--- src/rtl/core/klk_pkg.sv ---
package klk_pkg;

  // Input item kinds.
  localparam logic KIND_KEY  = 1'b0;
  localparam logic KIND_TICK = 1'b1;

  // Key codes: the highest digit code and the codes that are not digits.
  localparam logic [3:0] KEY_DIGIT_MAX = 4'd9;
  localparam logic [3:0] KEY_CLEAR     = 4'd10;
  localparam logic [3:0] KEY_SUBMIT    = 4'd11;

  // Configuration register indexes.
  localparam logic [1:0] CFG_SECRET_CODE     = 2'd0;
  localparam logic [1:0] CFG_MAX_ATTEMPTS    = 2'd1;
  localparam logic [1:0] CFG_LOCKOUT_SECONDS = 2'd2;

  // Configuration reset values.
  localparam logic [15:0] SECRET_CODE_RST     = 16'h1111;
  localparam logic [2:0]  MAX_ATTEMPTS_RST    = 3'd3;
  localparam logic [7:0]  LOCKOUT_SECONDS_RST = 8'd10;

  typedef enum logic [2:0] {
    EV_IGNORED   = 3'd0,
    EV_DIGIT     = 3'd1,
    EV_REMOVED   = 3'd2,
    EV_GRANTED   = 3'd3,
    EV_WRONG     = 3'd4,
    EV_LOCKED    = 3'd5,
    EV_LOCK_TICK = 3'd6,
    EV_UNLOCKED  = 3'd7
  } event_e;

  typedef enum logic [2:0] {
    CMD_NONE,
    CMD_DIGIT,
    CMD_CLEAR,
    CMD_SUBMIT,
    CMD_TICK
  } cmd_e;

  typedef struct packed {
    logic       kind;
    logic [3:0] key_code;
  } in_item_t;

  typedef struct packed {
    logic [2:0] event_res;
    logic [2:0] entered_count;
    logic [2:0] attempts_left;
    logic [7:0] lock_seconds_left;
    logic       buzzer_on;
    logic       access_granted;
  } res_item_t;

  // Classified command passed from the front end to the execution side.
  typedef struct packed {
    cmd_e       op;
    logic [3:0] digit;
  } cmd_t;

  typedef struct packed {
    logic [15:0] secret_code;
    logic [2:0]  max_attempts;
    logic [7:0]  lockout_seconds;
  } cfg_t;

endpackage

--- src/rtl/core/keypad_combination_lock.sv ---
// Keypad combination lock with lockout. Each input item is a decoded key
// (digits 0 to 9, clear, submit) or a one-second tick, and each one yields
// exactly one result item that reports what happened together with the
// digit count, the attempts left, the lockout time left, the buzzer and the
// grant flag. The block takes one item per clock cycle while the result
// channel does not stall; a result passes a classification register, a
// two-entry command queue and the result register of the execution side.
// All state is updated by a single execution step per popped command.
// Configuration is written through a simple write port only while the
// block is idle, a rule the user must keep since the block itself does not
// enforce it; there is no clearing pass after reset.

module keypad_combination_lock import klk_pkg::*; #(
  parameter int CODE_DIGITS = 4
) (
  input  logic        clk_i,
  input  logic        rst_ni,
  // Configuration write port.
  input  logic        cfg_we_i,
  input  logic [1:0]  cfg_index_i,
  input  logic [15:0] cfg_wdata_i,
  // Input channel.
  input  logic        in_valid_i,
  output logic        in_stall_o,
  input  in_item_t    in_item_i,
  // Result channel.
  output logic        out_valid_o,
  input  logic        out_stall_i,
  output res_item_t   out_item_o
);

  // The configuration registers are held here and fed to the execution side.
  cfg_t cfg_q, cfg_d;

  // Connections between the front end, the queue and the execution side.
  logic fe_push;
  cmd_t fe_cmd;
  logic q_full;
  logic q_valid;
  cmd_t q_cmd;
  logic be_pop;

  always_comb begin
    cfg_d = cfg_q;
    if (cfg_we_i) begin
      case (cfg_index_i)
        CFG_SECRET_CODE:     cfg_d.secret_code     = cfg_wdata_i;
        CFG_MAX_ATTEMPTS:    cfg_d.max_attempts    = cfg_wdata_i[2:0];
        CFG_LOCKOUT_SECONDS: cfg_d.lockout_seconds = cfg_wdata_i[7:0];
        default: begin
          // Writes to an unused index are dropped.
        end
      endcase
    end
  end

  always_ff @(posedge clk_i or negedge rst_ni) begin
    if (!rst_ni) begin
      cfg_q.secret_code     <= SECRET_CODE_RST;
      cfg_q.max_attempts    <= MAX_ATTEMPTS_RST;
      cfg_q.lockout_seconds <= LOCKOUT_SECONDS_RST;
    end else begin
      cfg_q <= cfg_d;
    end
  end

  // The front end accepts each item and sorts it into a command.
  klk_front u_front (
    .clk_i      (clk_i),
    .rst_ni     (rst_ni),
    .in_valid_i (in_valid_i),
    .in_stall_o (in_stall_o),
    .in_item_i  (in_item_i),
    .push_o     (fe_push),
    .cmd_o      (fe_cmd),
    .full_i     (q_full)
  );

  // A short queue lets the two sides stall independently.
  klk_fifo u_fifo (
    .clk_i       (clk_i),
    .rst_ni      (rst_ni),
    .push_i      (fe_push),
    .push_data_i (fe_cmd),
    .full_o      (q_full),
    .valid_o     (q_valid),
    .data_o      (q_cmd),
    .pop_i       (be_pop)
  );

  // The execution side owns the lock state and the result register.
  klk_back #(
    .CODE_DIGITS (CODE_DIGITS)
  ) u_back (
    .clk_i       (clk_i),
    .rst_ni      (rst_ni),
    .cfg_i       (cfg_q),
    .cmd_valid_i (q_valid),
    .cmd_i       (q_cmd),
    .cmd_pop_o   (be_pop),
    .out_valid_o (out_valid_o),
    .out_stall_i (out_stall_i),
    .out_item_o  (out_item_o)
  );

endmodule

--- src/rtl/core/klk_front.sv ---
module klk_front import klk_pkg::*; (
  input  logic     clk_i,
  input  logic     rst_ni,
  input  logic     in_valid_i,
  output logic     in_stall_o,
  input  in_item_t in_item_i,
  output logic     push_o,
  output cmd_t     cmd_o,
  input  logic     full_i
);

  logic valid_q, valid_d;
  cmd_t cmd_q, cmd_d;
  logic take;

  // The stage holds one classified item and hands it on when the queue has room.
  assign push_o     = valid_q && !full_i;
  assign in_stall_o = valid_q && full_i;
  assign take       = in_valid_i && !in_stall_o;
  assign cmd_o      = cmd_q;

  always_comb begin
    cmd_d.digit = in_item_i.key_code;
    if (in_item_i.kind == KIND_TICK) begin
      cmd_d.op = CMD_TICK;
    end else if (in_item_i.key_code inside {[4'd0:KEY_DIGIT_MAX]}) begin
      cmd_d.op = CMD_DIGIT;
    end else if (in_item_i.key_code == KEY_CLEAR) begin
      cmd_d.op = CMD_CLEAR;
    end else if (in_item_i.key_code == KEY_SUBMIT) begin
      cmd_d.op = CMD_SUBMIT;
    end else begin
      cmd_d.op = CMD_NONE;
    end
    valid_d = take || (valid_q && !push_o);
  end

  always_ff @(posedge clk_i or negedge rst_ni) begin
    if (!rst_ni) begin
      valid_q <= 1'b0;
    end else begin
      valid_q <= valid_d;
    end
  end

  always_ff @(posedge clk_i) begin
    if (take) begin
      cmd_q <= cmd_d;
    end
  end

endmodule

--- src/rtl/core/klk_fifo.sv ---
module klk_fifo import klk_pkg::*; (
  input  logic clk_i,
  input  logic rst_ni,
  input  logic push_i,
  input  cmd_t push_data_i,
  output logic full_o,
  output logic valid_o,
  output cmd_t data_o,
  input  logic pop_i
);

  localparam int Depth = 2;

  cmd_t       mem_q [Depth];
  logic       wr_ptr_q, wr_ptr_d;
  logic       rd_ptr_q, rd_ptr_d;
  logic [1:0] count_q, count_d;

  assign full_o  = (count_q == 2'(Depth));
  assign valid_o = (count_q != 2'd0);
  assign data_o  = mem_q[rd_ptr_q];

  always_comb begin
    wr_ptr_d = push_i ? !wr_ptr_q : wr_ptr_q;
    rd_ptr_d = pop_i ? !rd_ptr_q : rd_ptr_q;
    count_d  = count_q + 2'(push_i) - 2'(pop_i);
  end

  always_ff @(posedge clk_i or negedge rst_ni) begin
    if (!rst_ni) begin
      wr_ptr_q <= 1'b0;
      rd_ptr_q <= 1'b0;
      count_q  <= 2'd0;
    end else begin
      wr_ptr_q <= wr_ptr_d;
      rd_ptr_q <= rd_ptr_d;
      count_q  <= count_d;
    end
  end

  always_ff @(posedge clk_i) begin
    if (push_i) begin
      mem_q[wr_ptr_q] <= push_data_i;
    end
  end

endmodule

--- src/rtl/core/klk_back.sv ---
module klk_back import klk_pkg::*; #(
  parameter int CODE_DIGITS = 4
) (
  input  logic      clk_i,
  input  logic      rst_ni,
  input  cfg_t      cfg_i,
  input  logic      cmd_valid_i,
  input  cmd_t      cmd_i,
  output logic      cmd_pop_o,
  output logic      out_valid_o,
  input  logic      out_stall_i,
  output res_item_t out_item_o
);

  localparam int CntW = $clog2(CODE_DIGITS + 1);
  localparam int IdxW = (CODE_DIGITS > 1) ? $clog2(CODE_DIGITS) : 1;
  localparam int PadW = 4 * ((CODE_DIGITS > 4) ? CODE_DIGITS : 4);

  logic [3:0]      entry_q [CODE_DIGITS];
  logic [CntW-1:0] count_q, count_d;
  logic [2:0]      wrong_q, wrong_d;
  logic            locked_q, locked_d;
  logic [7:0]      rem_q, rem_d;
  logic            out_valid_q;
  res_item_t       out_q, res_d;

  logic [PadW-1:0] secret_pad;
  logic            match;
  logic            write_digit;
  logic [2:0]      wrong_inc;
  event_e          ev;

  assign cmd_pop_o   = cmd_valid_i && (!out_valid_q || !out_stall_i);
  assign out_valid_o = out_valid_q;
  assign out_item_o  = out_q;

  // Code positions beyond the stored four compare against digit zero.
  assign secret_pad = PadW'(cfg_i.secret_code);

  always_comb begin
    match = 1'b1;
    for (int i = 0; i < CODE_DIGITS; i++) begin
      if (entry_q[i] != secret_pad[4*i +: 4]) begin
        match = 1'b0;
      end
    end
  end

  always_comb begin
    count_d     = count_q;
    wrong_d     = wrong_q;
    locked_d    = locked_q;
    rem_d       = rem_q;
    write_digit = 1'b0;
    wrong_inc   = wrong_q + 3'd1;
    ev          = EV_IGNORED;
    case (cmd_i.op)
      CMD_TICK: begin
        if (locked_q) begin
          if (rem_q <= 8'd1) begin
            rem_d    = 8'd0;
            locked_d = 1'b0;
            wrong_d  = 3'd0;
            ev       = EV_UNLOCKED;
          end else begin
            rem_d = rem_q - 8'd1;
            ev    = EV_LOCK_TICK;
          end
        end
      end
      CMD_DIGIT: begin
        if (!locked_q && count_q < CntW'(CODE_DIGITS)) begin
          write_digit = 1'b1;
          count_d     = count_q + CntW'(1);
          ev          = EV_DIGIT;
        end
      end
      CMD_CLEAR: begin
        if (!locked_q && count_q != '0) begin
          count_d = count_q - CntW'(1);
          ev      = EV_REMOVED;
        end
      end
      CMD_SUBMIT: begin
        if (!locked_q && count_q == CntW'(CODE_DIGITS)) begin
          count_d = '0;
          if (match) begin
            wrong_d = 3'd0;
            ev      = EV_GRANTED;
          end else begin
            wrong_d = wrong_inc;
            // The count wraps to zero at eight, which also engages the lock.
            if (wrong_inc >= cfg_i.max_attempts || wrong_inc == 3'd0) begin
              locked_d = 1'b1;
              rem_d    = cfg_i.lockout_seconds;
              ev       = EV_LOCKED;
            end else begin
              ev = EV_WRONG;
            end
          end
        end
      end
      default: begin
      end
    endcase

    res_d.event_res     = ev;
    res_d.entered_count = 3'(count_d);
    if (locked_d || wrong_d >= cfg_i.max_attempts) begin
      res_d.attempts_left = 3'd0;
    end else begin
      res_d.attempts_left = cfg_i.max_attempts - wrong_d;
    end
    res_d.lock_seconds_left = locked_d ? rem_d : 8'd0;
    res_d.buzzer_on         = locked_d || (ev == EV_WRONG);
    res_d.access_granted    = (ev == EV_GRANTED);
  end

  always_ff @(posedge clk_i or negedge rst_ni) begin
    if (!rst_ni) begin
      count_q     <= '0;
      wrong_q     <= 3'd0;
      locked_q    <= 1'b0;
      rem_q       <= 8'd0;
      out_valid_q <= 1'b0;
    end else begin
      if (cmd_pop_o) begin
        count_q  <= count_d;
        wrong_q  <= wrong_d;
        locked_q <= locked_d;
        rem_q    <= rem_d;
      end
      if (cmd_pop_o) begin
        out_valid_q <= 1'b1;
      end else if (!out_stall_i) begin
        out_valid_q <= 1'b0;
      end
    end
  end

  always_ff @(posedge clk_i) begin
    if (cmd_pop_o) begin
      out_q <= res_d;
    end
    if (cmd_pop_o && write_digit) begin
      entry_q[count_q[IdxW-1:0]] <= cmd_i.digit;
    end
  end

endmodule

--- config.mk ---
export PLATFORM = sky130hd
export DESIGN_NAME = keypad_combination_lock
export DESIGN_NICKNAME = d
export VERILOG_FILES = /design/src/rtl/core/klk_pkg.sv /design/src/rtl/core/keypad_combination_lock.sv /design/src/rtl/core/klk_front.sv /design/src/rtl/core/klk_fifo.sv /design/src/rtl/core/klk_back.sv
export SDC_FILE = /design/constraint.sdc
export NUM_CORES = 1
export LEC_CHECK = 0
export BUFFER_PORTS_ARGS = -buffer_cell sky130_fd_sc_hd__buf_2
export CORE_MARGIN = 3
export CORE_UTILIZATION = 61
export CTS_CLUSTER_SIZE = 24
export DETAILED_ROUTE_END_ITERATION = 10
export PLACE_DENSITY = 0.85
export SLEW_MARGIN = 20
export SYNTH_ARGS = -nofsm -noshare
export SYNTH_HDL_FRONTEND = slang
export SYNTH_HIERARCHICAL = 1
export SYNTH_SLANG_ARGS = --single-unit
--- constraint.sdc ---
create_clock -name clk_i -period 9.3 [get_ports clk_i]
set_clock_uncertainty 0.15 [all_clocks]
set_input_delay 0.93 -clock clk_i [delete_from_list [all_inputs] [get_ports clk_i]]
set_output_delay 0.93 -clock clk_i [all_outputs]
set_load 0.05 [all_outputs]
==> impl_metrics.json, run 1 <==
{
  "slew_headroom_pct": 37.7,
  "rsz0062_at_grt": "false",
  "fmax_ghz": 0.253,
  "final_cell_count_no_fill": 548,
  "globalRoute.totalOverflow": 0,
  "remaining_drc_errors": 0,
  "cts_hold_buffers": 0,
  "post-place-ws_ps": 5440,
  "synth-simple-area-share_pct": 12.5,
  "ff2ff_path_depth": 11,
  "cts_sinks": 104,
  "synth_compound_area_share_pct": 9.58,
  "place_area_sq_um": 5330,
  "ys_warn_count": 6,
  "intPower_mw": 1.01,
  "worst_slack_ps": 5340,
  "power_frac_comb_pct": 39.6,
  "drive_gt1_share_pct": 28.0,
  "cts_resized": 0,
  "cts_made_buffers": 9,
  "cts-htree-levels": 3,
  "hold_depth": 0,
  "die_w_um": 96.8,
  "p_switching_uw": 682,
  "final-setup-viol-count": 0,
  "num_vias": 3326,
  "grt_max_degree": 49,
  "drt-total-wl_mm": 10.0,
  "clk_pin_slew_ps": 110,
  "worst_slew_pin_slew_ps": 934,
  "syn_area_sq_um": 5030,
  "antenna_found_initial": 0,
  "endpoint_kind": "register",
  "synth_seq_cells": 104,
  "nets": 486,
  "syn_to_final_growth_pct": 10.2,
  "finalCriticalPeriod_ps": 3960,
  "final_antenna_net_count": 0,
  "grt_pass1_wl_mm": 16.8,
  "drt_iter0_drc": 238,
  "wl_per_cell_um": 18.3,
  "outcome": "finished clean",
  "pwr-share-clk_pct": 17.6,
  "synth_edf_count": 56,
  "post-place-cells": 532,
  "syn_inst": 395,
  "post-route-period-util_pct": 42.6,
  "arrival_ps": 4050,
  "ir_worst_vdd_mv": 0.192,
  "ys.flop_type": "edfxtp_1",
  "first_pass_iters": 5,
  "leakage_nw": 2.26,
  "synth_xor_area_share_pct": 3.96,
  "postLayoutCellArea_sq_um": 5540,
  "via_per_inst": 6.07,
  "cts_setup_buffers": 0,
  "p_seq_share_pct": 42.8,
  "path_class": "register to register",
  "pwr_density_cell_nw_per_um2": 305,
  "syn-num-nets": 440,
  "critPathMaxFanout": 9,
  "initial_utilization_pct": 64.0,
  "first_global_vias": 3406,
  "postSynthAreaPerCell_sq_um": 12.7,
  "drv_slew": 0,
  "core_sq_um": 7850,
  "whs_ps": 306,
  "start_kind": "register",
  "synthMuxAreaShare_pct": 8.81,
  "row_count": 32,
  "fin_util_pct": 70.6,
  "hold_viol": 0,
  "required_ps": 9390,
  "dp_hpwl_mm": 7.10,
  "synth_adder_area_share_pct": 4.83,
  "ys_seq_area_share_pct": 57.6,
  "cts_tree": "done",
  "antenna_cells": 0,
  "die_y_um": 96.8,
  "io_buffers": 48,
  "ys_types": 62,
  "track_usage_pct": 22.4,
  "finalSetupTns_ps": 0,
  "max_cap_viol_count": 0,
  "gp_congestion": 0.882,
  "power_mw": 1.69,
  "n_fill_cell": 544,
  "switching_share_pct": 40.4,
  "io_pins": 49,
  "die_area_sq_um": 9360,
  "hp-class": "register to register",
  "async_flop_share_pct": 46.2,
  "synth_top_family_by_area": "simple AND/OR/NAND/NOR gates",
  "clockBufferDepth": 2,
  "cts_root_buffer": "clkbuf_8",
  "clk_latency_ps": 370
}
## cell usage after synthesis (2+ instances only)
library cell	count	area share [%]
inv_1	15	1.1
buf_6	3	0.67
or2_2	5	0.62
or3_1	3	0.37
edfxtp_1	56	33
and3_1	5	0.62
o21ai_0	13	1.3
clkbuf_1	9	0.67
nor4_1	6	0.75
a221oi_1	5	0.87
maj3_2	2	0.45
a222oi_1	2	0.40
nand2_1	32	2.4
nand3_1	4	0.40
buf_2	3	0.30
a211oi_1	2	0.30
a21oi_1	17	1.7
mux2_2	30	6.7
dfrtp_1	40	20
xor2_1	18	3.1
nand2b_1	3	0.37
o2bb2ai_1	7	1.2
o211ai_1	2	0.30
ha_1	16	4.0
a21o_1	4	0.60
a31oi_1	2	0.25
nand3b_1	2	0.30
nor2b_1	5	0.62
dfstp_2	8	4.2
nor2_1	18	1.3
o31a_1	2	0.35
mux2_4	7	2.1
xnor2_1	2	0.35
nor3b_1	3	0.45
nor3_1	14	1.4
or4b_2	2	0.40
and3b_1	3	0.52
## layout make-up
class	count	area, sq um	share of cell area, %
Clock inverter	6	86.3	1.56
Sequential cell	104	2890	52.2
Timing Repair Buffer	50	255	4.61
Tap cell	102	128	2.30
Multi-Input combinational cell	261	1990	36.0
Inverter	15	56.3	1.02
Clock buffer	10	128	2.30
## final timing paths
path / startpoint / end / slack [ps]
worst max-delay path: u_fifo/rd_ptr_q / u_back/out_item_o[12] / 5340
worst min-delay path: u_front/cmd_o[2] / u_fifo/mem_q[0][2] / 310
worst max register to register: u_fifo/rd_ptr_q / u_back/out_item_o[12] / 5340
worst min register to register: u_front/cmd_o[2] / u_fifo/mem_q[0][2] / 310
max in group asynchronous: rst_ni / cfg_q[16] / 8050
min in group asynchronous: rst_ni / cfg_q[10] / 510
## routing by layer
layer	wire, um	GRT usage, %	share of wire, %
met1	4140	28.1	41
met2	5090	38.1	51
met3	588	4.47	5.9
met4	195	9.18	1.9
met5	0	0	0
## power by group through the flow
stage | sequential (mW) | clock, mW | combinational [mW]
after floorplan | 0.823 | 0 | 0.415
after detailed placement | 0.731 | 0 | 0.661
final | 0.723 | 0.297 | 0.669
after global routing | 0.737 | 0.326 | 0.727
after CTS | 0.722 | 0.304 | 0.665
after global placement | 0.725 | 0 | 0.636
## cell usage in the layout (no fill, tap or decap), types with 8 or more instances in the layout
master and instances:
a21oi_1 17, buf_2 48, clkbuf_8 9, dfrtp_1 40, dfstp_2 8, edfxtp_1 56
ha_1 16, inv_1 15, mux2_2 30, nand2_1 32, nor2_1 18, nor3_1 14
o21ai_0 13, xor2_1 18
## critical path, stage by stage, from the launching register on
cell and delay, ps:
dfrtp_1 640, mux2_4 380, or2_0 320, or3_1 540, nor2_1 320, a22oi_1 170, ha_1 320, a21o_1 140
a21boi_0 340, nand2_1 130, nor3b_1 220, o31a_1 150
## state kept, by name, summed over array words and instances, names as in the netlist, 2 cells and up
name / cells
u_back/count_q: 3
cfg_q: 27
u_back/rem_q: 8
u_fifo/mem_q: 14
u_fifo/count_q: 2
u_back/entry_q: 16
u_back/out_item_o: 19
u_front/cmd_o: 7
u_back/wrong_q: 3
## cells by family after synthesis
logic type / after synthesis
AOI/OAI and AO/OA: 68
xor gates and xnor gates: 21
adders and majority gates: 19
buffers and inverters: 30
DFF: 104
muxes: 37
and+or+nand+nor: 116
Power figures use the tool's default switching activity.
==> inputs of run 2 (changes only) <==
--- a/config.mk
+++ b/config.mk
@@ -5,12 +5,13 @@
 export SDC_FILE = /design/constraint.sdc
 export NUM_CORES = 1
 export LEC_CHECK = 0
+export ABC_AREA = 1
 export BUFFER_PORTS_ARGS = -buffer_cell sky130_fd_sc_hd__buf_2
 export CORE_MARGIN = 3
-export CORE_UTILIZATION = 61
+export CORE_UTILIZATION = 59
 export CTS_CLUSTER_SIZE = 24
 export DETAILED_ROUTE_END_ITERATION = 10
-export PLACE_DENSITY = 0.85
+export PLACE_DENSITY = 0.82
 export SLEW_MARGIN = 20
 export SYNTH_ARGS = -nofsm -noshare
 export SYNTH_HDL_FRONTEND = slang
==> constraint.sdc (replaced) <==
create_clock -name clk_i -period 4.1 [get_ports clk_i]
set_clock_uncertainty 0.15 [all_clocks]
set_input_delay 0.41 -clock clk_i [delete_from_list [all_inputs] [get_ports clk_i]]
set_output_delay 0.41 -clock clk_i [all_outputs]
set_load 0.05 [all_outputs]
==> run 2 against run 1 <==
  * Power is 140% higher
  * Critical path type unchanged
  * Register-to-register slack worse by 4600 ps
  * Maximum frequency is 19% higher
  * Largest power group is now combinational logic
  * Synthesized area is 5.2% higher
  * Sequential share of layout area is 2.2 points lower
==> impl_metrics.json, run 2 <==
{
  "outcome": "finished clean",
  "clockBufferDepth": 2,
  "arrival_ps": 3330,
  "via_per_inst": 5.36,
  "yosysMostFrequentCell": "nand2_1",
  "rrSetupSlack_ps": 760,
  "cts_root_buffer": "clkbuf_8",
  "slew_headroom_pct": 42.2,
  "cts_setup_buffers": 0,
  "required_ps": 4090,
  "critPathTopFamily": "simple AND/OR/NAND/NOR gates",
  "track_usage_pct": 22.7,
  "globalRoute.totalOverflow": 0,
  "die_w_um": 101,
  "antenna_found_initial": 0,
  "met1_usage_pct": 31.7,
  "final_antenna_net_count": 0,
  "path_class": "register to register",
  "cts_sinks": 104,
  "synth_area_leader_cell": "edfxtp_1",
  "die_y_um": 101,
  "cp_num_buf_inv": 1,
  "post-place-ws_ps": 785,
  "gp_congestion": 0.869,
  "p_seq_share_pct": 41.8,
  "grt_pass1_wl_mm": 18.1,
  "largest_reg_flops": 27,
  "synth_area_leaders": "edfxtp_1 (32%), dfrtp_1 (19%), nand2_1 (12%), inv_1 (6.7%), dfstp_2 (4.0%)",
  "ir_worst_vdd_mv": 0.530,
  "die_area_sq_um": 10100,
  "finalCriticalPeriod_ps": 3340,
  "initial_utilization_pct": 62.5,
  "cts_resized": 0,
  "synth_top_area_share_pct": 31.8,
  "leakage_nw": 2.85,
  "synth_edf_count": 56,
  "core_sq_um": 8460,
  "endpoint_kind": "register",
  "critPathMaxFanout": 15,
  "ys.flop_type": "edfxtp_1",
  "intPower_mw": 2.18,
  "ys_top_cells_by_count": "nand2_1 (175), inv_1 (94), edfxtp_1 (56)",
  "row_count": 33,
  "regMostFlops": "cfg_q",
  "postLayoutCellArea_sq_um": 5780,
  "io_buffers": 48,
  "grt_max_degree": 49,
  "syn_inst": 596,
  "antenna_cells": 0,
  "p_switching_mw": 1.79,
  "fin_util_pct": 68.3,
  "seqCellArea_sq_um": 2890,
  "remaining_drc_errors": 0,
  "pwr_density_cell_nw_per_um2": 688,
  "io_pins": 49,
  "gr-usage-met2_pct": 36.4,
  "cts-htree-levels": 3,
  "ys_warn_count": 6,
  "path_cells": "o21ai_0, nand3_1, nand2_1, o21ai_0, nor3_1, a21oi_1, ha_1, fa_1, xnor3_1, inv_1, nor2_1",
  "cts_tree": "done",
  "place_area_sq_um": 5570,
  "multi_input_area_sq_um": 1930,
  "final_cell_mix": "nand2_1 (175), inv_1 (94), edfxtp_1 (56), nor2_1 (53), buf_2 (47)",
  "clk_latency_ps": 380,
  "power_frac_comb_pct": 42.0,
  "clk_pin_slew_ps": 120,
  "final-setup-viol-count": 0,
  "postSynthAreaPerCell_sq_um": 8.87,
  "syn_to_final_growth_pct": 9.37,
  "cts_hold_buffers": 0,
  "drive_gt1_share_pct": 14.6,
  "rsz0062_at_grt": "false",
  "wl_per_cell_um": 14.3,
  "first_pass_iters": 5,
  "dp_hpwl_mm": 7.92,
  "drt-total-wl_mm": 10.8,
  "worst_slack_ps": 765,
  "post-route-period-util_pct": 81.3,
  "pwr-share-clk_pct": 16.2,
  "start_kind": "register",
  "finalSetupTns_ps": 0,
  "final_common_cell": "nand2_1",
  "hold_viol": 0,
  "max_cap_viol_count": 0,
  "syn_area_sq_um": 5290,
  "first_global_vias": 3901,
  "syn-num-nets": 641,
  "cts_made_buffers": 9,
  "num_vias": 4049,
  "ys_types": 43,
  "cp_common_cell": "o21ai_0",
  "drt_iter0_drc": 279,
  "async_flop_share_pct": 46.2,
  "fmax_ghz": 0.300,
  "worst_slew_pin_slew_ps": 864,
  "ys_seq_area_share_pct": 54.7,
  "switching_share_pct": 45.1,
  "drv_slew": 0,
  "n_fill_cell": 674,
  "grt_use_met3_pct": 4.43,
  "synth_seq_cells": 104,
  "nets": 690,
  "critPathSlowestCell": "dfrtp_1",
  "hp-class": "input pin to register",
  "critPathMaxStageDelay_ps": 530,
  "grt_busiest_layer": "met2"
}
## run 2: cell types whose count changed in the layout (fill, tap and decap cells not counted), sizes merged, moves of 6 or more
cell	previous run	this run
nor4	6	0
inv	18	104
o21ai	14	26
nand3	4	36
nor2	18	58
o2bb2ai	7	0
mux2	37	0
nor3	15	5
or2	7	1
nand4	1	13
nand2	32	178
xor2	18	5
## run 2: cell type report
| type | count | area share, % |
|---|---|---|
| tap | 105 | 2.27 |
| multi-input combinational | 382 | 33.3 |
| clock inverter | 7 | 1.36 |
| clock buffer | 9 | 2.14 |
| inverter | 98 | 6.36 |
| timing repair buffer | 50 | 4.50 |
| sequential | 104 | 50.0 |
## run 2: power groups by stage
stage | Combinational [mW] | Clock, mW | Sequential (mW)
after floorplan | 0.975 | 0 | 1.96
after global placement | 1.58 | 0 | 1.67
after detailed placement | 1.66 | 0 | 1.68
after CTS | 1.66 | 0.660 | 1.66
after global routing | 1.86 | 0.706 | 1.70
final | 1.67 | 0.644 | 1.66
## run 2: routing by layer
layer  up-vias  routed length [um]
li1       2021                   -
met1      1899                4880
met2       112                5230
met3        17                 489
met4         0                 159
met5         -                   0
## run 2: through the flow
step                      total power, mW  hold slack [ps]  cells
after floorplan                      2.93            -35.6    596
after global placement               3.24              279    738
after detailed placement             3.34              286    738
after CTS                            3.99             50.8    754
after global routing                 4.26             44.5    755
final                                3.98             63.3    755
## run 2: final timing paths
kind                             startpoint               endpoint  cells past startpoint
setup / recovery            u_fifo/rd_ptr_q  u_back/out_item_o[12]                     11
hold / removal                 in_item_i[0]       u_front/cmd_o[0]                      1
setup reg to reg            u_fifo/rd_ptr_q  u_back/out_item_o[12]                     11
hold reg to reg            u_front/cmd_o[2]     u_fifo/mem_q[1][2]                      0
max in group asynchronous            rst_ni              cfg_q[14]                      2
min in group asynchronous            rst_ni      u_fifo/count_q[0]                      2
## run 2: logic make-up (layout without fill, tap and decap cells)
family	Yosys count	after routing	synth area share, %
simple gates	293	293	23.5
xor+xnor	6	6	1.25
flops	104	104	54.7
buf+inv	110	164	8.83
fa+ha+maj	17	17	4.16
compound gates	66	66	7.50
